==> config.mk <==
export PLATFORM = sky130hd
export DESIGN_NAME = column_min_max_null_stats_core
export DESIGN_NICKNAME = d
export VERILOG_FILES = /design/src/sv/cmms_pkg.sv /design/src/sv/column_min_max_null_stats_core.sv
export SDC_FILE = /design/constraint.sdc
export NUM_CORES = 1
export LEC_CHECK = 0
export ABC_AREA = 0
export BUFFER_PORTS_ARGS = -buffer_cell sky130_fd_sc_hd__buf_2
export CAP_MARGIN = 10
export CELL_PAD_IN_SITES_DETAIL_PLACEMENT = 1
export CELL_PAD_IN_SITES_GLOBAL_PLACEMENT = 2
export CORE_AREA = 2 2 261 263
export DETAILED_ROUTE_END_ITERATION = 10
export DIE_AREA = 0 0 263 265
export HOLD_SLACK_MARGIN = 0.08
export PLACE_DENSITY = 0.95
export SLEW_MARGIN = 15
export SYNTH_ARGS = -nofsm -noshare
export SYNTH_HDL_FRONTEND = slang
export SYNTH_SLANG_ARGS = --single-unit
==> constraint.sdc <==
create_clock -name clk -period 47.9 [get_ports clk]
set_input_delay 9.58 -clock clk [delete_from_list [all_inputs] [get_ports clk]]
set_output_delay 9.58 -clock clk [all_outputs]
set_load 0.005 [all_outputs]
==> src/sv/cmms_pkg.sv <==
// shared types and constants for the column min/max/null statistics core
package cmms_pkg;

  typedef enum logic [1:0] {
    VT_I32  = 2'd0,
    VT_I64  = 2'd1,
    VT_F64  = 2'd2,
    VT_BOOL = 2'd3
  } value_type_t;

  // true when a is strictly below b under type vt (stored marks are already masked)
  function automatic logic less_than(input logic [63:0] a, input logic [63:0] b,
                                     input value_type_t vt);
    logic a_nan;
    logic b_nan;
    logic a_zero;
    logic b_zero;
    logic res;
    a_nan = (a[62:52] == 11'h7ff) && (a[51:0] != 52'd0);
    b_nan = (b[62:52] == 11'h7ff) && (b[51:0] != 52'd0);
    a_zero = (a[62:0] == 63'd0);
    b_zero = (b[62:0] == 63'd0);
    res = 1'b0;
    case (vt)
      VT_I32:  res = $signed(a[31:0]) < $signed(b[31:0]);
      VT_I64:  res = $signed(a) < $signed(b);
      VT_F64: begin
        if (a_nan || b_nan || (a_zero && b_zero)) begin
          res = 1'b0;
        end else if (a[63] != b[63]) begin
          res = a[63];
        end else if (a[63]) begin
          res = a[62:0] > b[62:0];
        end else begin
          res = a[62:0] < b[62:0];
        end
      end
      VT_BOOL: res = a[0] < b[0];
      default: res = 1'b0;
    endcase
    return res;
  endfunction

endpackage

==> src/sv/column_min_max_null_stats_core.sv <==
// top level of the column min/max/null statistics core
// Streaming column statistics. Each input transaction carries one column
// entry (raw bits, null flag, restart flag); each accepted transaction yields
// exactly one output transaction with the updated any_null, saturating null
// count, any_value, min and max raw bits. Throughput is one transaction per
// clock while the skid slot is empty (s_tready drops while it is full): the
// statistics registers are updated by one compare-and-select per item, and a
// single output register with a skid stage holds results while the downstream
// side stalls. value_type (reset int64) may only be written while idle; a
// change does not clear the statistics.
module column_min_max_null_stats_core #(
  parameter int COUNT_BITS = 32
) (
  input  logic         clk,
  input  logic         rst,
  // config write channel: value_type in bits [1:0]
  input  logic         cfg_valid,
  output logic         cfg_ready,
  input  logic [1:0]   cfg_data,
  input  logic         s_tvalid,
  output logic         s_tready,
  input  logic [63:0]  s_tdata,   // sample_bits
  input  logic [1:0]   s_tuser,   // [0] is_null, [1] restart
  output logic         m_tvalid,
  input  logic         m_tready,
  // any_null, nulls_seen[32], any_value, min_bits[64], max_bits[64], zero pad[6]
  output logic [167:0] m_tdata
);
  import cmms_pkg::*;

  localparam logic [COUNT_BITS-1:0] CountMax = '1;

  value_type_t vt;
  logic null_flag;
  logic [COUNT_BITS-1:0] null_total;
  logic value_flag;
  logic [63:0] low_mark, high_mark;

  logic null_flag_next, value_flag_next;
  logic [COUNT_BITS-1:0] null_total_next;
  logic [63:0] low_mark_next, high_mark_next;

  // output register and skid slot
  logic out_valid, skid_valid;
  logic [167:0] out_data, skid_data;
  logic [167:0] res_data;

  logic s_fire;
  assign s_tready = !skid_valid;
  assign s_fire = s_tvalid && s_tready;
  assign cfg_ready = 1'b1;

  always_comb begin
    logic [63:0] smp;
    logic nul;
    logic fl;
    logic [COUNT_BITS-1:0] tot;
    logic vf;
    logic [63:0] lo, hi;
    fl = null_flag; tot = null_total; vf = value_flag; lo = low_mark; hi = high_mark;
    if (s_tuser[1]) begin
      fl = 1'b0; tot = '0; vf = 1'b0; lo = '0; hi = '0;
    end
    smp = s_tdata;
    nul = s_tuser[0];
    if (vt == VT_I32) smp = {32'd0, s_tdata[31:0]};
    else if (vt == VT_BOOL) smp = {63'd0, s_tdata[0]};
    else if (vt == VT_F64 && s_tdata[62:52] == 11'h7ff && s_tdata[51:0] != 52'd0) nul = 1'b1;
    null_flag_next = fl; null_total_next = tot; value_flag_next = vf;
    low_mark_next = lo; high_mark_next = hi;
    if (nul) begin
      null_flag_next = 1'b1;
      if (tot != CountMax) null_total_next = tot + 1'b1;
    end else if (!vf) begin
      low_mark_next = smp; high_mark_next = smp; value_flag_next = 1'b1;
    end else begin
      if (less_than(smp, lo, vt)) low_mark_next = smp;
      if (less_than(hi, smp, vt)) high_mark_next = smp;
    end
  end

  always_comb begin
    logic [31:0] cnt;
    // count shown in its low 32 bits, zero-extended when narrower
    cnt = 32'(null_total_next);
    res_data = {6'd0, high_mark_next, low_mark_next, value_flag_next, cnt, null_flag_next};
  end

  always_ff @(posedge clk) begin
    if (rst) begin
      vt <= VT_I64;
      null_flag <= 1'b0; null_total <= '0; value_flag <= 1'b0;
      low_mark <= '0; high_mark <= '0;
      out_valid <= 1'b0; skid_valid <= 1'b0;
    end else begin
      if (cfg_valid) vt <= value_type_t'(cfg_data);
      if (s_fire) begin
        null_flag <= null_flag_next; null_total <= null_total_next;
        value_flag <= value_flag_next;
        low_mark <= low_mark_next; high_mark <= high_mark_next;
      end
      if (!out_valid || m_tready) begin
        if (skid_valid) begin
          out_valid <= 1'b1; out_data <= skid_data; skid_valid <= 1'b0;
        end else begin
          out_valid <= s_fire; if (s_fire) out_data <= res_data;
        end
      end else if (s_fire) begin
        skid_valid <= 1'b1; skid_data <= res_data;
      end
    end
  end

  assign m_tvalid = out_valid;
  assign m_tdata = out_data;

`ifndef SYNTHESIS
  // skid slot only fills while the output stalls
  a_skid: assert property (@(posedge clk) disable iff (rst)
    $rose(skid_valid) |-> $past(out_valid && !m_tready)) else $error("skid fill");
  // an accepted item always lands in the output register or the skid slot next cycle
  a_out: assert property (@(posedge clk) disable iff (rst)
    s_fire |=> (m_tvalid || skid_valid)) else $error("lost item");
  // outside float64, a non-null, non-restart item leaves the null count alone
  a_cnt: assert property (@(posedge clk) disable iff (rst)
    (s_fire && !s_tuser[1] && !s_tuser[0] && vt != VT_F64) |=> $stable(null_total))
    else $error("count moved");
`endif
endmodule

==> metrics <==
measured slew at the worst slew-check pin 1240 ps; CP Class in -> reg; register area share after synthesis 48.0%; DRT antenna net count 0; hold path startpoint null_flag$_SDFFE_PP0P_; gate count after technology mapping 2837; CP max stage delay 760 ps; DR iter-0 viols 2154; largest area contributor in the netlist edfxtp_1; mapped cell area 27200 um^2; dominant cells by area after synthesis edfxtp_1 36%, dfxtp_1 12%, nand2_1 6.0%; Nets 3132; fraction of layout cells with a size suffix above 1 13.8%; Critical Path AT 15900 ps; I/O pins 244; cts hold-fix bufs 0; initial antenna violation count 6; fin crit period 15450 ps; gr usage total 27.5%; Clock Tree Buf Depth 3; CTS tree built; power per cell area 35.4 nW/um^2; setup TNS 0 ps; Leak 11.4 nW; synth warn 0; CP required 48350 ps; status finished, final reports clean; RSZ-0062 raised after global routing false; Core Region 66800 um^2; clk root buf clkbuf_16; most used cell, CP buf_4; Sequential Power Share 44.7%; depth of the CTS H-tree 2; worst-path fanout max 74; final period utilization 32.2%; Clk pwr share 40.0%; CTS buffer count 54; first-pass GRT wire length 151000 um; # Post-CTS Setup Buffers 0; Final Hold Fails 0; area delta synth->final 12.7%; number of synthesized register bits 490; fin cells 3865; Final Max Tran Viols 0; die width 263 um; final core utilization 45.9%; Fillers 7610; largest net degree at the start of global routing 134; most numerous cell in the Yosys netlist nand2_1; CTS Sinks 490; kind of cell adding the most delay to the critical path buffers and inverters; HPWL Detailed 66800 um; async set-or-reset flop fraction in the synthesized netlist 0%; Max transition margin 17.4%; syn avg cell area 9.58 um^2; Port Buffers 236; clock latency on the worst-skew pair 640 ps; total power 1.09 mW; Crit. Startpoint s_tuser[1]; switch share 28.8%; Routed wire per std cell 25.3 um; die area 69700 um^2; Top FF cell, synth edfxtp_1; Initial Util 40.7%; vias 24106; die span in y 265 um; worst hold margin 462 ps; Vias/cell 6.24; Max Fclk 0.0647 GHz; critical path cell sequence buf_4, inv_2, buf_4, nand2_1, ha_1, nand3_1, nor4_1, and3_1, nand4_1, nor3_1, a21o_1, a21oi_1, o311a_2, buf_4, nor2_4, buf_4, o311ai_0; vias in the first global route 25032; final WL 97900 um; Core Rows 95; design area 30600 um^2; Post-route DRC 0; Post-synth top cells 434 x nand2_1, 324 x edfxtp_1, 182 x nor2b_1, 168 x nand3_1, 166 x dfxtp_1; dpl cells 3761; Pre-Repair DR Iteration Count 5; library cells used by synthesis 89; P_int 0.772 mW; worst flop-to-flop path startpoint vt[1]$_SDFFE_PP0P_; post-cts sizing count 0; worst vdd ir 28.0 uV; Post-synth EDFFs 324; worst hold path type reg -> reg; top-area cell type share of the netlist area 35.8%; CP endpoint kind flip-flop; Final Setup Violations 0; skew final 28.5 ps; GRT overflow 0; Max-Cap Viols 0; switching power 0.313 mW; Combinational Power Share 15.2%; routability congestion estimate 0.912; CP max-delay cell buf_4; Worst Setup Slack post-DPL 31890 ps; WP buf/inv 5; dpl cell area 28800 um^2; Startpoint Class input pin; Worst-path clk slew 60 ps; final worst setup slack 32450 ps
[power groups by stage]
stage	logic (mW)	clock network [mW]	registers, mW
2_1_floorplan	0.101	0	0.493
3_3_place_gp	0.155	0	0.494
3_5_place_dp	0.162	0	0.494
4_1_cts	0.163	0.440	0.485
5_1_grt	0.178	0.457	0.487
6_report	0.165	0.434	0.486
[worst register-to-register path, delay by kind of cell, from the launching register on]
family                     cells  cell delay (ps)
DFF                            1              330
and+or+nand+nor                9             2620
AOI/OAI and AO/OA              4             1200
buffers and inverters          5             2170
adders and majority gates      1              200
[layout make-up]
cell class              count  area, um^2  share of cell area, %
inverters                  92         348                   1.14
flip-flops and latches    490       13100                   42.6
repair buffers            270        1470                   4.79
clock inverters            38         444                   1.45
clock buffers              64        1390                   4.53
multi-input cells        2036       12800                   41.9
diodes                      2        5.00                 0.0163
well taps                 873        1090                   3.57
[cells by family after synthesis]
| logic type | share of synthesized area (%) |
|---|---|
| adder cells (fa/ha/maj) | 5.48 |
| XOR/XNOR | 1.39 |
| buffers and inverters | 5.12 |
| multiplexers | 1.19 |
| flip-flops | 48.0 |
| other | 0.0276 |
| AND/OR/NAND/NOR | 21.5 |
| AO/OA/AOI/OAI | 17.3 |
[flip-flops by register name, summed over array words and instances (netlist names)]
| name | cells |
|---|---|
| high_mark | 64 |
| low_mark | 64 |
| m_tdata | 162 |
| m_tvalid | 1 |
| null_flag | 1 |
| null_total | 32 |
| skid_data | 162 |
| skid_valid | 1 |
| value_flag | 1 |
| vt | 2 |
[final timing paths]
path / end / depth (start not counted) / slack (ps)
max: low_mark[16]$_SDFFE_PP0P_ / 17 / 32450
min: null_flag$_SDFFE_PP0P_ / 2 / 460
max reg2reg: low_mark[16]$_SDFFE_PP0P_ / 19 / 41160
min reg2reg: null_flag$_SDFFE_PP0P_ / 2 / 460
[layout by cell type, fill, tap and decap left out, drive strengths merged, types with 18 or more instances in the layout]
| cell | synthesis | routed |
|---|---|---|
| nor2b | 182 | 182 |
| nor3 | 85 | 85 |
| nor2 | 162 | 162 |
| mux2 | 18 | 18 |
| nor4 | 52 | 52 |
| nand3 | 168 | 168 |
| o21ai | 119 | 119 |
| dfxtp | 166 | 166 |
| a21oi | 70 | 70 |
| a22o | 50 | 50 |
| o32ai | 53 | 53 |
| edfxtp | 324 | 324 |
| clkinv | 0 | 25 |
| o311ai | 63 | 63 |
| nand2 | 434 | 434 |
| clkbuf | 148 | 64 |
| xnor2 | 30 | 30 |
| a31oi | 70 | 70 |
| ha | 115 | 115 |
| buf | 76 | 270 |
| nand4 | 43 | 43 |
| inv | 92 | 92 |
| a221o | 58 | 58 |
[metal layers]
layer,vias up,GRT usage [%],part of all wire (%)
met5,-,0,0.080
li1,10797,-,-
met4,8,10.4,3.7
met1,12145,35.4,41
met2,926,45.9,48
met3,230,5.19,7.3
(Power assumes the default switching activity.)
